`config.mk`:
```
export PLATFORM = sky130hd
export DESIGN_NAME = disk_block_allocation_map_top
export DESIGN_NICKNAME = d
export VERILOG_FILES = /design/src/hdl/dbam_pkg.sv /design/src/hdl/dbam_datapath.sv /design/src/hdl/dbam_ctrl.sv /design/src/hdl/disk_block_allocation_map_top.sv
export SDC_FILE = /design/constraint.sdc
export NUM_CORES = 1
export LEC_CHECK = 0
export BUFFER_PORTS_ARGS = -buffer_cell sky130_fd_sc_hd__buf_2
export CORE_MARGIN = 10
export CORE_UTILIZATION = 41
export CTS_CLUSTER_SIZE = 40
export DETAILED_ROUTE_END_ITERATION = 10
export SLEW_MARGIN = 20
export SYNTH_ARGS = -nofsm -noshare
export SYNTH_HDL_FRONTEND = slang
export SYNTH_SLANG_ARGS = --single-unit
```
`constraint.sdc`:
```
create_clock -name clk_i -period 4.2 [get_ports clk_i]
set_input_delay 0.21 -clock clk_i [delete_from_list [all_inputs] [get_ports clk_i]]
set_output_delay 0.21 -clock clk_i [all_outputs]
set_load 0.02 [all_outputs]
```
`src/hdl/dbam_pkg.sv`:
```
// Shared types and constants of the disk block allocation map.
package dbam_pkg;

  localparam int NUM_BLOCKS_DEF = 64;

  localparam int OPCODE_W = 3;
  localparam int OWNER_W  = 8;
  localparam int BLK_W    = 6;
  localparam int RUN_W    = 7;
  localparam int STATUS_W = 3;
  localparam int TAG_W    = 8;

  localparam logic [TAG_W-1:0] TAG_FREE  = 8'h00;
  localparam logic [TAG_W-1:0] TAG_INDEX = 8'hFF;

  typedef enum logic [OPCODE_W-1:0] {
    OP_CONTIG     = 3'd0,
    OP_LINKED     = 3'd1,
    OP_INDEX_DECL = 3'd2,
    OP_INDEXED    = 3'd3,
    OP_READ       = 3'd4
  } op_e;

  typedef enum logic [STATUS_W-1:0] {
    ST_OK          = 3'd0,
    ST_INVALID     = 3'd1,
    ST_BLOCKS_UNAV = 3'd2,
    ST_INDEX_UNAV  = 3'd3,
    ST_PENDING     = 3'd4
  } status_e;

  // Owner table address source
  typedef enum logic [1:0] {
    TA_CLEAR = 2'd0,
    TA_BNUM  = 2'd1,
    TA_IDX   = 2'd2,
    TA_WALK  = 2'd3
  } taddr_sel_e;

  typedef struct packed {
    logic       in_load;
    taddr_sel_e taddr_sel;
    logic       clear_wr;
    logic       idx_wr;
    logic       walk_start;
    logic       walk_run;
    logic       walk_wr;
    logic       push;
    logic       set_failed;
    logic       clr_list;
    logic       arm;
    logic       res_load;
    status_e    res_status;
    logic       res_tag_rd;
    logic       out_load;
  } cmd_t;

  typedef struct packed {
    op_e  op;
    logic list_op;
    logic owner_bad;
    logic contig_bad;
    logic bnum_oob;
    logic overflow;
    logic last;
    logic tbl_busy;
    logic armed;
    logic failed;
    logic walk_done;
    logic walk_busy;
    logic clear_done;
    logic out_free;
  } sts_t;

endpackage

```
`src/hdl/dbam_datapath.sv`:
```
// Datapath: owner table, pending list, walk pipeline and result registers.
module dbam_datapath
  import dbam_pkg::*;
#(
  parameter int NUM_BLOCKS = NUM_BLOCKS_DEF
) (
  input  logic                clk_i,
  input  logic                rst_ni,
  input  cmd_t                cmd_i,
  output sts_t                sts_o,
  input  logic [OPCODE_W-1:0] opcode_i,
  input  logic [OWNER_W-1:0]  owner_id_i,
  input  logic [BLK_W-1:0]    start_block_i,
  input  logic [RUN_W-1:0]    run_length_i,
  input  logic [BLK_W-1:0]    block_number_i,
  input  logic                is_last_i,
  input  logic                out_ready_i,
  output logic                out_valid_o,
  output logic [STATUS_W-1:0] status_o,
  output logic [TAG_W-1:0]    block_tag_o
);

  localparam int AW = $clog2(NUM_BLOCKS);
  localparam int CW = $clog2(NUM_BLOCKS + 1);

  // Latched request
  logic [OPCODE_W-1:0] op_q;
  logic [OWNER_W-1:0]  owner_q;
  logic [BLK_W-1:0]    start_q;
  logic [RUN_W-1:0]    run_q;
  logic [BLK_W-1:0]    bnum_q;
  logic                last_q;

  // List state
  logic [CW-1:0] count_q;
  logic          failed_q;
  logic [AW-1:0] idx_q;
  logic          armed_q;

  // Walk pipeline
  logic [CW-1:0]    wi_q;
  logic             av_q;
  logic             bv_q;
  logic             busy_q;
  logic [BLK_W-1:0] plist_rd_q;
  logic [AW-1:0]    cblk_q;

  logic [BLK_W-1:0] plist_mem [NUM_BLOCKS];
  logic [TAG_W-1:0] tbl_mem   [NUM_BLOCKS];
  logic [TAG_W-1:0] tdata_q;

  logic [STATUS_W-1:0] res_status_q;
  logic [TAG_W-1:0]    res_tag_q;
  logic                out_valid_q;
  logic [STATUS_W-1:0] out_status_q;
  logic [TAG_W-1:0]    out_tag_q;

  logic          list_op;
  logic          owner_bad;
  logic [CW-1:0] walk_len;
  logic          issue;
  logic [AW-1:0] wblk;
  logic [AW-1:0] taddr;
  logic          tbl_we;
  logic [TAG_W-1:0] tbl_wdata;

  assign list_op   = (op_q == OP_LINKED) || (op_q == OP_INDEXED);
  assign owner_bad = (owner_q == TAG_FREE) || (owner_q == TAG_INDEX);
  assign walk_len  = list_op ? count_q : CW'(run_q);
  assign issue     = cmd_i.walk_run && (wi_q != walk_len);
  assign wblk      = list_op ? AW'(plist_rd_q) : cblk_q;

  always_ff @(posedge clk_i) begin
    if (cmd_i.in_load) begin
      op_q    <= opcode_i;
      owner_q <= owner_id_i;
      start_q <= start_block_i;
      run_q   <= run_length_i;
      bnum_q  <= block_number_i;
      last_q  <= is_last_i;
    end
  end

  always_ff @(posedge clk_i or negedge rst_ni) begin
    if (!rst_ni) begin
      count_q  <= '0;
      failed_q <= 1'b0;
      idx_q    <= '0;
      armed_q  <= 1'b0;
    end else if (cmd_i.clr_list) begin
      count_q  <= '0;
      failed_q <= 1'b0;
      armed_q  <= 1'b0;
    end else begin
      if (cmd_i.push) count_q <= count_q + CW'(1);
      if (cmd_i.set_failed) failed_q <= 1'b1;
      if (cmd_i.arm) begin
        idx_q   <= AW'(bnum_q);
        armed_q <= 1'b1;
      end
    end
  end

  always_ff @(posedge clk_i) begin
    if (cmd_i.push) plist_mem[count_q[AW-1:0]] <= bnum_q;
  end

  // Walk: stage A forms the block number, stage B reads or writes the table,
  // stage C checks the tag.
  always_ff @(posedge clk_i or negedge rst_ni) begin
    if (!rst_ni) begin
      wi_q   <= '0;
      av_q   <= 1'b0;
      bv_q   <= 1'b0;
      busy_q <= 1'b0;
    end else if (cmd_i.walk_start) begin
      wi_q   <= '0;
      av_q   <= 1'b0;
      bv_q   <= 1'b0;
      busy_q <= 1'b0;
    end else if (cmd_i.clear_wr) begin
      wi_q <= wi_q + CW'(1);
    end else begin
      if (issue) wi_q <= wi_q + CW'(1);
      av_q <= issue;
      bv_q <= av_q;
      if (bv_q && (tdata_q != TAG_FREE)) busy_q <= 1'b1;
    end
  end

  always_ff @(posedge clk_i) begin
    plist_rd_q <= plist_mem[wi_q[AW-1:0]];
    cblk_q     <= AW'(start_q) + wi_q[AW-1:0];
  end

  always_comb begin
    case (cmd_i.taddr_sel)
      TA_CLEAR: taddr = wi_q[AW-1:0];
      TA_BNUM:  taddr = AW'(bnum_q);
      TA_IDX:   taddr = idx_q;
      TA_WALK:  taddr = wblk;
      default:  taddr = wblk;
    endcase
  end

  assign tbl_we    = cmd_i.clear_wr || cmd_i.idx_wr || (cmd_i.walk_wr && av_q);
  assign tbl_wdata = cmd_i.clear_wr ? TAG_FREE : (cmd_i.idx_wr ? TAG_INDEX : owner_q);

  always_ff @(posedge clk_i) begin
    if (tbl_we) tbl_mem[taddr] <= tbl_wdata;
    tdata_q <= tbl_mem[taddr];
  end

  always_ff @(posedge clk_i) begin
    if (cmd_i.res_load) begin
      res_status_q <= cmd_i.res_status;
      res_tag_q    <= cmd_i.res_tag_rd ? tdata_q : TAG_FREE;
    end
    if (cmd_i.out_load) begin
      out_status_q <= res_status_q;
      out_tag_q    <= res_tag_q;
    end
  end

  always_ff @(posedge clk_i or negedge rst_ni) begin
    if (!rst_ni) begin
      out_valid_q <= 1'b0;
    end else if (cmd_i.out_load) begin
      out_valid_q <= 1'b1;
    end else if (out_ready_i) begin
      out_valid_q <= 1'b0;
    end
  end

  assign out_valid_o = out_valid_q;
  assign status_o    = out_status_q;
  assign block_tag_o = out_tag_q;

  assign sts_o.op         = op_e'(op_q);
  assign sts_o.list_op    = list_op;
  assign sts_o.owner_bad  = owner_bad;
  assign sts_o.contig_bad = owner_bad || (run_q == '0) ||
                            ((32'(start_q) + 32'(run_q)) > NUM_BLOCKS);
  assign sts_o.bnum_oob   = 32'(bnum_q) >= NUM_BLOCKS;
  assign sts_o.overflow   = count_q == CW'(NUM_BLOCKS);
  assign sts_o.last       = last_q;
  assign sts_o.tbl_busy   = tdata_q != TAG_FREE;
  assign sts_o.armed      = armed_q;
  assign sts_o.failed     = failed_q;
  assign sts_o.walk_done  = (wi_q == walk_len) && !av_q && !bv_q;
  assign sts_o.walk_busy  = busy_q;
  assign sts_o.clear_done = wi_q[AW-1:0] == AW'(NUM_BLOCKS - 1);
  assign sts_o.out_free   = !out_valid_q || out_ready_i;

endmodule

```
`src/hdl/dbam_ctrl.sv`:
```
// Controller: sequences decode, table checks, commits and the response.
module dbam_ctrl
  import dbam_pkg::*;
(
  input  logic clk_i,
  input  logic rst_ni,
  input  logic in_valid_i,
  output logic in_ready_o,
  input  sts_t sts_i,
  output cmd_t cmd_o
);

  typedef enum logic [11:0] {
    S_CLEAR   = 12'b0000_0000_0001,
    S_IDLE    = 12'b0000_0000_0010,
    S_DECODE  = 12'b0000_0000_0100,
    S_ENTRY   = 12'b0000_0000_1000,
    S_COMMIT  = 12'b0000_0001_0000,
    S_IDXCHK  = 12'b0000_0010_0000,
    S_WALKCHK = 12'b0000_0100_0000,
    S_IDXWR   = 12'b0000_1000_0000,
    S_WALKWR  = 12'b0001_0000_0000,
    S_DECL    = 12'b0010_0000_0000,
    S_READ    = 12'b0100_0000_0000,
    S_RESP    = 12'b1000_0000_0000
  } state_e;

  state_e state_q, state_d;

  always_ff @(posedge clk_i or negedge rst_ni) begin
    if (!rst_ni) begin
      state_q <= S_CLEAR;
    end else begin
      state_q <= state_d;
    end
  end

  assign in_ready_o = state_q == S_IDLE;

  always_comb begin
    state_d         = state_q;
    cmd_o           = '0;
    cmd_o.taddr_sel = TA_WALK;
    cmd_o.res_status = ST_INVALID;

    case (state_q)
      S_CLEAR: begin
        cmd_o.taddr_sel = TA_CLEAR;
        cmd_o.clear_wr  = 1'b1;
        if (sts_i.clear_done) state_d = S_IDLE;
      end

      S_IDLE: begin
        if (in_valid_i) begin
          cmd_o.in_load = 1'b1;
          state_d       = S_DECODE;
        end
      end

      S_DECODE: begin
        cmd_o.taddr_sel = TA_BNUM;
        case (sts_i.op)
          OP_CONTIG: begin
            if (sts_i.contig_bad) begin
              cmd_o.res_load   = 1'b1;
              cmd_o.res_status = ST_INVALID;
              state_d          = S_RESP;
            end else begin
              cmd_o.walk_start = 1'b1;
              state_d          = S_WALKCHK;
            end
          end
          OP_LINKED, OP_INDEXED: begin
            if (sts_i.overflow || sts_i.bnum_oob) begin
              cmd_o.set_failed = 1'b1;
              if (sts_i.last) begin
                state_d = S_COMMIT;
              end else begin
                cmd_o.res_load   = 1'b1;
                cmd_o.res_status = sts_i.overflow ? ST_INVALID : ST_PENDING;
                state_d          = S_RESP;
              end
            end else begin
              state_d = S_ENTRY;
            end
          end
          OP_INDEX_DECL: begin
            cmd_o.clr_list = 1'b1;
            if (sts_i.bnum_oob) begin
              cmd_o.res_load   = 1'b1;
              cmd_o.res_status = ST_INDEX_UNAV;
              state_d          = S_RESP;
            end else begin
              state_d = S_DECL;
            end
          end
          OP_READ: begin
            if (sts_i.bnum_oob) begin
              cmd_o.res_load   = 1'b1;
              cmd_o.res_status = ST_INVALID;
              state_d          = S_RESP;
            end else begin
              state_d = S_READ;
            end
          end
          default: begin
            cmd_o.res_load   = 1'b1;
            cmd_o.res_status = ST_INVALID;
            state_d          = S_RESP;
          end
        endcase
      end

      S_ENTRY: begin
        if (sts_i.tbl_busy) begin
          cmd_o.set_failed = 1'b1;
        end else begin
          cmd_o.push = 1'b1;
        end
        if (sts_i.last) begin
          state_d = S_COMMIT;
        end else begin
          cmd_o.res_load   = 1'b1;
          cmd_o.res_status = ST_PENDING;
          state_d          = S_RESP;
        end
      end

      // Precedence: bad owner, then index, then blocks
      S_COMMIT: begin
        cmd_o.taddr_sel = TA_IDX;
        if (sts_i.owner_bad) begin
          cmd_o.res_load   = 1'b1;
          cmd_o.res_status = ST_INVALID;
          cmd_o.clr_list   = 1'b1;
          state_d          = S_RESP;
        end else if (sts_i.op == OP_INDEXED) begin
          if (!sts_i.armed) begin
            cmd_o.res_load   = 1'b1;
            cmd_o.res_status = ST_INDEX_UNAV;
            cmd_o.clr_list   = 1'b1;
            state_d          = S_RESP;
          end else begin
            state_d = S_IDXCHK;
          end
        end else if (sts_i.failed) begin
          cmd_o.res_load   = 1'b1;
          cmd_o.res_status = ST_BLOCKS_UNAV;
          cmd_o.clr_list   = 1'b1;
          state_d          = S_RESP;
        end else begin
          cmd_o.walk_start = 1'b1;
          state_d          = S_WALKCHK;
        end
      end

      S_IDXCHK: begin
        if (sts_i.tbl_busy) begin
          cmd_o.res_load   = 1'b1;
          cmd_o.res_status = ST_INDEX_UNAV;
          cmd_o.clr_list   = 1'b1;
          state_d          = S_RESP;
        end else if (sts_i.failed) begin
          cmd_o.res_load   = 1'b1;
          cmd_o.res_status = ST_BLOCKS_UNAV;
          cmd_o.clr_list   = 1'b1;
          state_d          = S_RESP;
        end else begin
          cmd_o.walk_start = 1'b1;
          state_d          = S_WALKCHK;
        end
      end

      // Check every block before any is claimed
      S_WALKCHK: begin
        cmd_o.walk_run = 1'b1;
        if (sts_i.walk_done) begin
          if (sts_i.walk_busy) begin
            cmd_o.res_load   = 1'b1;
            cmd_o.res_status = ST_BLOCKS_UNAV;
            cmd_o.clr_list   = sts_i.list_op;
            state_d          = S_RESP;
          end else begin
            cmd_o.walk_start = 1'b1;
            state_d          = (sts_i.op == OP_INDEXED) ? S_IDXWR : S_WALKWR;
          end
        end
      end

      // Tag the index first so a listed duplicate ends up with the owner
      S_IDXWR: begin
        cmd_o.taddr_sel = TA_IDX;
        cmd_o.idx_wr    = 1'b1;
        state_d         = S_WALKWR;
      end

      S_WALKWR: begin
        cmd_o.walk_run = 1'b1;
        cmd_o.walk_wr  = 1'b1;
        if (sts_i.walk_done) begin
          cmd_o.res_load   = 1'b1;
          cmd_o.res_status = ST_OK;
          cmd_o.clr_list   = sts_i.list_op;
          state_d          = S_RESP;
        end
      end

      S_DECL: begin
        cmd_o.res_load = 1'b1;
        if (sts_i.tbl_busy) begin
          cmd_o.res_status = ST_INDEX_UNAV;
        end else begin
          cmd_o.arm        = 1'b1;
          cmd_o.res_status = ST_PENDING;
        end
        state_d = S_RESP;
      end

      S_READ: begin
        cmd_o.res_load   = 1'b1;
        cmd_o.res_status = ST_OK;
        cmd_o.res_tag_rd = 1'b1;
        state_d          = S_RESP;
      end

      // Hold the result until the output register is free
      S_RESP: begin
        if (sts_i.out_free) begin
          cmd_o.out_load = 1'b1;
          state_d        = S_IDLE;
        end
      end

      default: begin
        state_d = S_IDLE;
      end
    endcase
  end

endmodule

```
`src/hdl/disk_block_allocation_map_top.sv`:
```
// Top level of the disk block allocation map.
//
//  channel  direction  handshake             payload
//  in       input      in_valid_i/in_ready_o  opcode, owner_id, start_block, run_length,
//                                            block_number, is_last
//  out      output     out_valid_o/out_ready_i status, block_tag
//
// One request is in work at a time; the result sits in an output register, so
// the next request is taken while it waits. A contiguous request walks its run
// twice through the single owner table port (check, then claim). A list commit
// walks the buffered entries the same way; an indexed list also checks its index
// block before the walk and tags it before the claim.
// After reset a clearing pass writes every table entry free, with in_ready_o
// low. A stalled output only delays the next response.
module disk_block_allocation_map_top
  import dbam_pkg::*;
#(
  parameter int NUM_BLOCKS = NUM_BLOCKS_DEF
) (
  input  logic                clk_i,
  input  logic                rst_ni,
  input  logic                in_valid_i,
  output logic                in_ready_o,
  input  logic [OPCODE_W-1:0] opcode_i,
  input  logic [OWNER_W-1:0]  owner_id_i,
  input  logic [BLK_W-1:0]    start_block_i,
  input  logic [RUN_W-1:0]    run_length_i,
  input  logic [BLK_W-1:0]    block_number_i,
  input  logic                is_last_i,
  output logic                out_valid_o,
  input  logic                out_ready_i,
  output logic [STATUS_W-1:0] status_o,
  output logic [TAG_W-1:0]    block_tag_o
);

  cmd_t cmd;
  sts_t sts;

  dbam_ctrl u_ctrl (
    .clk_i      (clk_i),
    .rst_ni     (rst_ni),
    .in_valid_i (in_valid_i),
    .in_ready_o (in_ready_o),
    .sts_i      (sts),
    .cmd_o      (cmd)
  );

  dbam_datapath #(
    .NUM_BLOCKS (NUM_BLOCKS)
  ) u_datapath (
    .clk_i          (clk_i),
    .rst_ni         (rst_ni),
    .cmd_i          (cmd),
    .sts_o          (sts),
    .opcode_i       (opcode_i),
    .owner_id_i     (owner_id_i),
    .start_block_i  (start_block_i),
    .run_length_i   (run_length_i),
    .block_number_i (block_number_i),
    .is_last_i      (is_last_i),
    .out_ready_i    (out_ready_i),
    .out_valid_o    (out_valid_o),
    .status_o       (status_o),
    .block_tag_o    (block_tag_o)
  );

endmodule

```
## After elaboration in Yosys (flattened, before gate mapping)

Memories as Yosys holds them, arrays and structs flattened. A register that Yosys moved wholly into a read port is not among the register bits.
Cells that the tools add are included.

| storage, ports and cells | value |
|---|---|
| flip-flop bits (word level) | 97 |
| bits in writable memories | 896 |
| bits of input ports | 35 |
| output and inout port bits | 13 |
| logic and storage cells | 188 |
| memories kept | 2 |

Memory list:

| memory | depth | bits a word | rd ports | clocked after memory_dff | wr ports | line | source |
|---|---|---|---|---|---|---|---|
| u_datapath.tbl_mem | 64 | 8 | 1 | 1 | 1 | dbam_datapath.sv:49 | `logic [TAG_W-1:0] tbl_mem [NUM_BLOCKS];` |
| u_datapath.plist_mem | 64 | 6 | 1 | 1 | 1 | dbam_datapath.sv:48 | `logic [BLK_W-1:0] plist_mem [NUM_BLOCKS];` |

| cells by class | value |
|---|---|
| add/subtract/negate cells | 4 |
| magnitude comparators | 1 |
| eq/ne operators | 30 |
| multiplexer cells | 95 |
| bitwise gates (word level) | 1 |
| reductions and logical operators | 34 |

Operator list:

| cell | number |
|---|---|
| $mux 12 | 14 |
| $pmux 12 s11 | 1 |
| $mux 1 | 49 |
| $mux 4 | 12 |
| $pmux 12 s4 | 1 |
| $mux 7 | 6 |
| $gt 32x7->1 const B | 1 |
| $pmux 4 s8 | 1 |
| $pmux 6 s4 | 1 |
| $mux 8 | 2 |
| $add 7x1->7 const B | 2 |
| $eq 12x1->1 const B | 1 |
| $eq 12x10->1 const B | 1 |
| $eq 12x11->1 const B | 1 |
| $eq 12x12->1 const B | 1 |
| $eq 12x2->1 const B | 1 |
| $eq 12x3->1 const B | 1 |
| $eq 12x4->1 const B | 1 |
| $eq 12x5->1 const B | 1 |
| $eq 12x6->1 const B | 1 |
| $eq 12x7->1 const B | 1 |
| $eq 12x8->1 const B | 1 |
| $eq 12x9->1 const B | 1 |
| $ne 2x2->1 const B | 6 |
| other kinds (34) | 57 |

## Logic depth before layout (Yosys ltp)

Gate-level depths: netlist of the first run.

| depth | value |
|---|---|
| depth in word-level cells | 10 |
| gate-level depth with buffers | 16 |
| mapped depth without buffers | 12 |

## Modules after synthesis

A second synthesis of the first run with hierarchy kept.

| second synthesis, totals | value |
|---|---|
| cells, all modules | 2637 |
| area total of the unflattened synthesis | 40831.7 um^2 |

Modules (own cells, without submodules):

| module | instances | cells each | area an instance (um^2) | sequential area each (um^2) |
|---|---|---|---|---|
| dbam_datapath | 1 | 2485 | 39649.3 | 29548.3 |
| dbam_ctrl | 1 | 152 | 1182.4 | 301.5 |

## Least setup slack after synthesis of the first run

No wires, ideal clock.

| path | value |
|---|---|
| path kind | register to register |
| start point | register u_datapath.bnum_q[2] |
| end point | memory u_datapath.tbl_mem[0][0] (enable) |
| setup time | 0.370 ns |
| data arrival time | 3.407 ns |
| required time | 3.830 ns |
| slack | 0.422 ns |
| stages on the path, launching flop included | 11 |
| buffers on the path | 4 |
| clock period less this slack | 3.778 ns |
| cell sequence | edfxtp_1 > and3b_1 > and4_1 > a311o_2 > o21ai_1 > buf_2 > buf_2 > buf_2 > buf_1 > nand3_1 > nor2_1 |

| between the ends | value |
|---|---|
| cells in the longest elaborated chain, start to end | 1 |

RTL lines:

| what | line | source |
|---|---|---|
| start: declaration | dbam_datapath.sv:31 | `logic [BLK_W-1:0] bnum_q;` |
| start signal: assignment | dbam_datapath.sv:79 | `bnum_q <= block_number_i;` |
| $pmux 6 s4 | dbam_datapath.sv:137 | `case (cmd_i.taddr_sel)` |
| end: declaration | dbam_datapath.sv:49 |  |

Every way passes these cells.

## Worst setup path in the final report of the first run

| path | value |
|---|---|
| start point | register u_ctrl.state_q[2] |
| end point | register u_datapath.tdata_q[1], read port of u_datapath.tbl_mem |

| between the ends | value |
|---|---|
| cells in the longest elaborated chain, start to end | 5 |
| elaborated cells between the ends (all ways) | 11 |
| those cells by class | eq/ne (7); mux (2); reduce/logical (2) |

RTL lines:

| what | line | source |
|---|---|---|
| start: declaration | dbam_ctrl.sv:28 | `state_e state_q, state_d;` |
| start signal: assignment | dbam_ctrl.sv:34 | `state_q <= state_d;` |
| $eq 12x8->1 or $eq 12x5->1 (tied branches) | dbam_ctrl.sv:46 | `case (state_q)` |
| $reduce_or 2->1 (no line) | - |  |
| $pmux 2 s3 (*) | dbam_ctrl.sv:46 |  |
| $eq 2x2->1, or another cell as far along | dbam_datapath.sv:137 |  |
| $pmux 6 s4 (*) | dbam_datapath.sv:137 |  |
| end: declaration | dbam_datapath.sv:50 | `logic [TAG_W-1:0] tdata_q;` |

Mark *: on every way between the ends. The rest lies on a longest branch, timed or not.
A chain may end at the register's enable or synchronous reset.

==> results of run 1 <==
## Yosys cell counts, types with 9 or more instances
| master | instances |
|---|---|
| xnor2_1 | 17 |
| ha_1 | 14 |
| buf_6 | 13 |
| buf_1 | 27 |
| mux4_2 | 126 |
| mux2_2 | 11 |
| or4_1 | 10 |
| and2_1 | 18 |
| nor4_1 | 9 |
| buf_2 | 38 |
| inv_1 | 20 |
| nand4_1 | 11 |
| a211oi_1 | 12 |
| edfxtp_1 | 949 |
| mux2i_1 | 73 |
| a221oi_1 | 28 |
| or3_1 | 9 |
| o21ai_0 | 25 |
| nor2_1 | 191 |
| xor2_1 | 14 |
| dfxtp_1 | 20 |
| nand3_1 | 116 |
| a21oi_1 | 179 |
| a22oi_1 | 46 |
| dfrtp_1 | 37 |
| clkbuf_1 | 64 |
| nand2_1 | 308 |
| a22o_1 | 16 |
| o211ai_1 | 12 |
## power groups by stage
stage / combinational [mW] / clock [mW] / sequential (mW)
6_report: 7.51 / 8.51 / 12.0
3_5_place_dp: 7.43 / 0 / 12.1
2_1_floorplan: 4.81 / 0 / 12.2
3_3_place_gp: 7.30 / 0 / 12.2
5_1_grt: 8.09 / 9.04 / 12.0
4_1_cts: 7.49 / 8.66 / 11.9
## registers in the layout (all words and copies together) (netlist names), 7 cells and up
signal                  flops
u_datapath.block_tag_o      8
u_datapath.tbl_mem        512
u_datapath.wi_q             7
u_datapath.owner_q          8
u_datapath.count_q          7
u_datapath.run_q            7
u_datapath.tdata_q          8
u_datapath.plist_mem      384
u_ctrl.state_q             12
u_datapath.res_tag_q        8
## routing by layer
layer  up-vias  part of all wire (%)
li1      10263                     -
met1     11972                    44
met2       955                    46
met3       123                   7.8
met4         2                   1.9
met5         -                0.0079
## critical path, stage by stage (launching register included)
cell      delay, ps
dfrtp_1         430
nor2_1          340
nor4b_4         510
a311oi_1        260
a21boi_4        220
buf_12          270
buf_12          260
mux2i_1         210
a22oi_1         110
a22oi_1         290
a21oi_1         260
or4_1           540
## cell families after synthesis
logic type               count (synthesis)  synth area share, %
flip-flops                            1007                73.53
multiplexers                           210                9.095
adder cells (fa/ha/maj)                 16               0.5301
AND/OR/NAND/NOR                        731                8.143
buffers and inverters                  170                2.003
XOR/XNOR                                31               0.6688
AO/OA/AOI/OAI                          378                6.032
## repair_timing
action                    4_1_cts  5_1_grt
hold buffers                   34        0
hold endpoints to repair       71        0
buffers inserted                0        0
## stage by stage
| stage | setup slack [ps] | power, mW | hold WS [ps] | instances | area (um^2) |
|---|---|---|---|---|---|
| 2_1_floorplan | 422.5 | 16.98 | -85.59 | 2543 | 40600 |
| 3_3_place_gp | 407.0 | 19.45 | 367.6 | 3888 | 43210 |
| 3_5_place_dp | 318.8 | 19.58 | 388.1 | 3888 | 43210 |
| 4_1_cts | 289.0 | 28.08 | 220.3 | 4104 | 46640 |
| 5_1_grt | 27.45 | 29.10 | 251.3 | 4104 | 46640 |
| 6_report | 277.8 | 27.98 | 207.5 | 4104 | 46640 |
## cell type report
cell class	count	share of cell area [%]
clock buffer	121	5.534
sequential	1007	64.01
timing repair buffer	242	4.254
inverter	20	0.1609
multi-input combinational	1366	21.48
clock inverter	61	1.105
tap	1287	3.452
## worst max-delay path by stage
stage / slack [ps] / depth (start not counted) / endpoint
final: 280 / 11 / u_datapath.tdata_q[1]
after CTS: 290 / 11 / u_datapath.tdata_q[1]
after floorplan: 420 / 10 / u_datapath.tbl_mem[0][0]
after global routing: 30 / 11 / u_datapath.tdata_q[1]
after detailed placement: 320 / 11 / u_datapath.tdata_q[1]
after global placement: 410 / 11 / u_datapath.tdata_q[1]
==> flow_metrics.env, run 1 <==
export IMPL_layout_nets=2785
export IMPL_p_sw_mw=8.924
export IMPL_antenna_found_initial=2
export IMPL_critPathLaunchType="register"
export IMPL_grt_pass1_vias=23124
export IMPL_hp_class="input pin to async pin"
export IMPL_totalWireLength_um=101300
export IMPL_ys_top_cells_by_area="edfxtp_1, mux4_2, nand2_1, dfrtp_1, a21oi_1"
export IMPL_grt_max_degree=97
export IMPL_cts_resized=0
export IMPL_syn_inst=2543
export IMPL_power_static_leakage_nw=15.56
export IMPL_p_int_mw=19.05
export IMPL_wl_per_cell_um=24.68
export IMPL_power_frac_clock_pct=30.4
export IMPL_dpl_hpwl_um=64300
export IMPL_dr_first_iter_drc_count=2578
export IMPL_p_per_area_mw_per_mm2=599.8
export IMPL_ant_nets=0
export IMPL_yosysSeqAreaShare_pct=73.53
export IMPL_area_growth_syn_to_layout_pct=14.90
export IMPL_grt_busiest_layer="met2"
export IMPL_drv_cap=0
export IMPL_ys_warn_count=0
export IMPL_swShare_pct=31.90
export IMPL_met3_usage_pct=3.357
export IMPL_vias=23315
export IMPL_cts_sinks=1007
export IMPL_period_minus_slack_ps=3922
export IMPL_final_setup_viol_count=0
export IMPL_end_kind="register"
export IMPL_finalCritPeriodShare_pct=93.39
export IMPL_design_die_area_mm2=0.1120
export IMPL_r2r_start="u_ctrl.state_q[2]"
export IMPL_worst_skew_pair_late_latency_ps=660
export IMPL_reg2reg_to="u_datapath.tdata_q[1]"
export IMPL_r2r_cells=11
export IMPL_gp_congestion=0.8798
export IMPL_crit_required_ps=4730
export IMPL_num_rows=115
export IMPL_path_class="register to register"
export IMPL_final_common_cell="edfxtp_1"
export IMPL_path_clk_slew_ps=60
export IMPL_synth_edf_count=949
export IMPL_n_fill_cell=8209
export IMPL_ios=48
export IMPL_synth_nets=2594
export IMPL_rrSetupSlack_ps=280
export IMPL_synth_seq_cells=1007
export IMPL_cts_tree="built"
export IMPL_numPortBuffers=47
export IMPL_seqCellArea_mm2=0.02986
export IMPL_ys_flop_type="edfxtp_1"
export IMPL_cts_buffer_depth=3
export IMPL_utilization_pct=47.46
export IMPL_pwr_share_seq_pct=42.7
export IMPL_finalHoldViolations=0
export IMPL_rsz0062_at_grt="false"
export IMPL_layout_common_cells="edfxtp_1, nand2_1, nor2_1"
export IMPL_grt_usage_pct=17.70
export IMPL_gr_usage_met1_pct=25.94
export IMPL_antennaDiodeCount=0
export IMPL_yosysTopAreaCell="edfxtp_1"
export IMPL_yosys_area_top_type_share_pct=70.20
export IMPL_htree_levels=3
export IMPL_grt_util_met2_pct=27.02
export IMPL_drcViolationCount=0
export IMPL_slew_headroom_pct=39.59
export IMPL_chipHeight_um=334.7
export IMPL_setup_tns_ps=0
export IMPL_grt_pass1_wl_um=151200
export IMPL_finClkSkew_ps=28.46
export IMPL_arrival_ps=4450
export IMPL_viasPerCell=5.681
export IMPL_tightestPinTransition_ps=906.2
export IMPL_die_x_um=334.7
export IMPL_ys_types=71
export IMPL_peakVddDrop_uv=642.0
export IMPL_fmax_mhz=255.0
export IMPL_run_status="complete, no violations"
export IMPL_firstDrtPassIters=6
export IMPL_crit_path_start="u_ctrl.state_q[2]"
export IMPL_syn_area_per_cell_um2=15.96
export IMPL_core_area_mm2=0.09828
export IMPL_multiInputGateArea_mm2=0.01002
export IMPL_drive_gt1_share_pct=18.35
export IMPL_async_reset_ff_share_pct=3.774
export IMPL_crit_fanout=43
export IMPL_initial_utilization_pct=41.31
export IMPL_slew_violations=0
export IMPL_cts_root_buffer="clkbuf_16"
export IMPL_combPwrFrac_pct=26.8
export IMPL_cts_made_buffers=97
export IMPL_syn_area_mm2=0.04060
export IMPL_grt_overflow=0
(Power assumes the default switching activity.)
==> inputs of run 2 (changes only) <==
--- a/config.mk
+++ b/config.mk
@@ -13,4 +13,5 @@
 export SLEW_MARGIN = 20
 export SYNTH_ARGS = -nofsm -noshare
 export SYNTH_HDL_FRONTEND = slang
+export SYNTH_HIERARCHICAL = 1
 export SYNTH_SLANG_ARGS = --single-unit
==> flow_metrics.env, run 2 <==
export IMPL_cts_made_buffers=103
export IMPL_end_kind="register"
export IMPL_p_per_area_mw_per_mm2=582.0
export IMPL_viasPerCell=5.604
export IMPL_syn_area_per_cell_um2=15.48
export IMPL_rrSetupSlack_ps=90
export IMPL_yosys_area_top_type_share_pct=69.79
export IMPL_critPathLaunchType="register"
export IMPL_syn_area_mm2=0.04083
export IMPL_p_sw_mw=8.443
export IMPL_finalHoldViolations=0
export IMPL_crit_fanout=10
export IMPL_total_power_mw=27.81
export IMPL_utilization_pct=48.47
export IMPL_synth_nets=2688
export IMPL_dpl_hpwl_um=66290
export IMPL_ys_warn_count=6
export IMPL_drive_gt1_share_pct=19.95
export IMPL_tightestPinTransition_ps=1000
export IMPL_pwr_share_seq_pct=43.0
export IMPL_synth_edf_count=949
export IMPL_chipHeight_um=335.6
export IMPL_final_setup_viol_count=0
export IMPL_synthTopCellsByCount="edfxtp_1, nand2_1, nor2_1, a21oi_1, mux4_2"
export IMPL_p_int_mw=19.36
export IMPL_power_frac_clock_pct=33.4
export IMPL_path_clk_slew_ps=60
export IMPL_swShare_pct=30.37
export IMPL_vias=23868
export IMPL_path_class="register to register"
export IMPL_syn_inst=2637
export IMPL_grt_pass1_wl_um=156200
export IMPL_arrival_ps=4670
export IMPL_antenna_found_initial=1
export IMPL_async_reset_ff_share_pct=3.774
export IMPL_r2r_start="u_ctrl/state_q[4]"
export IMPL_regMostFlops="u_datapath/tbl_mem"
export IMPL_power_static_leakage_nw=16.31
export IMPL_final_common_cell="edfxtp_1"
export IMPL_r2r_cells=11
export IMPL_ant_nets=0
export IMPL_hp_class="input pin to async pin"
export IMPL_gp_congestion=0.8870
export IMPL_ys_top_cells_by_area="edfxtp_1, mux4_2, nand2_1, mux2i_1, dfrtp_1"
export IMPL_cts_buffer_depth=3
export IMPL_largest_reg_flops=512
export IMPL_grt_usage_pct=18.20
export IMPL_finClkSkew_ps=52.04
export IMPL_rsz0062_at_grt="false"
export IMPL_initial_utilization_pct=41.43
export IMPL_ys_types=77
export IMPL_die_x_um=335.6
export IMPL_ios=48
export IMPL_numPortBuffers=47
export IMPL_crit_required_ps=4760
export IMPL_yosysSeqAreaShare_pct=73.10
export IMPL_dr_first_iter_drc_count=2417
export IMPL_grt_pass1_vias=23780
export IMPL_n_fill_cell=8166
export IMPL_cts_root_buffer="clkbuf_16"
export IMPL_finalCritPeriodShare_pct=97.76
export IMPL_area_growth_syn_to_layout_pct=17.00
export IMPL_peakVddDrop_uv=383.1
export IMPL_fmax_mhz=243.5
export IMPL_totalWireLength_um=104000
export IMPL_worst_skew_pair_late_latency_ps=690
export IMPL_htree_levels=3
export IMPL_synth_seq_cells=1007
export IMPL_multiInputGateArea_mm2=0.01038
export IMPL_drv_cap=0
export IMPL_slew_headroom_pct=32.61
export IMPL_grt_max_degree=103
export IMPL_ys_flop_type="edfxtp_1"
export IMPL_wl_per_cell_um=24.42
export IMPL_slew_violations=0
export IMPL_cts_sinks=1007
export IMPL_seqCellArea_mm2=0.02986
export IMPL_firstDrtPassIters=8
export IMPL_antennaDiodeCount=0
export IMPL_drcViolationCount=0
export IMPL_grt_overflow=0
export IMPL_core_area_mm2=0.09856
export IMPL_layout_nets=2936
export IMPL_cts_setup_buffers=0
export IMPL_layout_common_cells="edfxtp_1, nand2_1, buf_4"
export IMPL_cts_tree="built"
export IMPL_yosysMostFrequentCell="edfxtp_1"
export IMPL_run_status="complete, no violations"
export IMPL_period_minus_slack_ps=4106
export IMPL_design_die_area_mm2=0.1126
export IMPL_yosysTopAreaCell="edfxtp_1"
export IMPL_combPwrFrac_pct=23.6
export IMPL_num_rows=115
export IMPL_reg2reg_to="u_datapath/tdata_q[4]"
==> run 2: cell count changes in the layout (fill, tap and decap cells not counted), moves of 11 or more <==
cell	delta
nand2_1	+118
clkinv_1	-11
a221oi_1	-28
mux2i_1	+39
buf_4	+38
a21oi_1	-34
nand4_1	+22
nand3_1	-32
a22oi_1	-46
o21ai_0	+54
a22o_1	-16
a32oi_1	+28
==> run 2: worst max-delay path by stage <==
stage                                endpoint               from  cells after the start  slack, ps
floorplan           u_datapath/tbl_mem[13][0]  u_ctrl/state_q[5]                     12        390
global placement        u_datapath/tdata_q[1]  u_ctrl/state_q[4]                     13       -130
detailed placement      u_datapath/tdata_q[1]  u_ctrl/state_q[4]                     13       -170
CTS                     u_datapath/tdata_q[5]  u_ctrl/state_q[4]                     12         20
global route            u_datapath/tdata_q[2]  u_ctrl/state_q[4]                     13          3
finish                  u_datapath/tdata_q[4]  u_ctrl/state_q[4]                     11         90
==> run 2: layout make-up <==
| type | instances | area share, % |
|---|---|---|
| Sequential cell | 1007 | 62.50 |
| Clock inverter | 56 | 1.330 |
| Multi-Input combinational cell | 1465 | 21.73 |
| Inverter | 23 | 0.1807 |
| Timing Repair Buffer | 285 | 4.958 |
| Tap cell | 1287 | 3.371 |
| Clock buffer | 136 | 5.932 |
==> run 2: power by group through the flow <==
| stage | sequential (mW) | combinational [mW] | clock, mW |
|---|---|---|---|
| global route | 12.0 | 7.03 | 9.84 |
| detailed placement | 12.2 | 6.43 | 0 |
| floorplan | 12.1 | 3.91 | 0 |
| finish | 12.0 | 6.55 | 9.29 |
| CTS | 12.0 | 6.49 | 9.45 |
| global placement | 12.2 | 6.32 | 0 |
==> run 2: cell families after synthesis <==
| group | Yosys count | synth area share, % |
|---|---|---|
| buffers and inverters | 165 | 1.872 |
| DFF | 1007 | 73.10 |
| adders and majority gates | 16 | 0.5271 |
| other | 1 | 0.009184 |
| muxes | 246 | 9.968 |
| xor gates and xnor gates | 29 | 0.6220 |
| AOI/OAI and AO/OA | 314 | 4.606 |
| and+or+nand+nor | 859 | 9.291 |
==> run 2: critical path, stage by stage (launching register included) <==
cell,delay [ps]
dfrtp_1,450
or4_4,630
nor4_4,380
nor2_4,130
or2_2,320
and3_1,240
a21oi_1,480
nor2_1,120
buf_4,210
a32oi_1,420
nand4_1,230
or3_1,360
==> run 2: repair_timing <==
item | CTS | global route
cloned | 0 | 1
setup endpoints to repair | 3 | 33
hold buffers | 34 | 0
hold endpoints to repair | 71 | 0
gates resized for setup | 5 | 14
pin swaps | 0 | 4
==> run 2: per-layer routing <==
metal,global-route usage [%],up-vias,wire [um]
met2,30.09,880,50870
met4,5.651,2,3070
met1,24.48,12239,43130
li1,-,10562,-
met5,0,-,13
met3,2.947,185,6936
==> run 2: metrics by stage <==
stage	hold slack [ps]	std cells	setup slack (ps)	instance area [um^2]	TNS [ps]
CTS	194.9	4258	21.14	47700	0
detailed placement	388.5	4032	-171.3	43860	-288.9
floorplan	-85.59	2637	388.9	40830	0
global route	222.5	4259	2.739	47770	0
global placement	386.9	4032	-131.6	43850	-155.6
finish	233.6	4259	93.89	47770	0
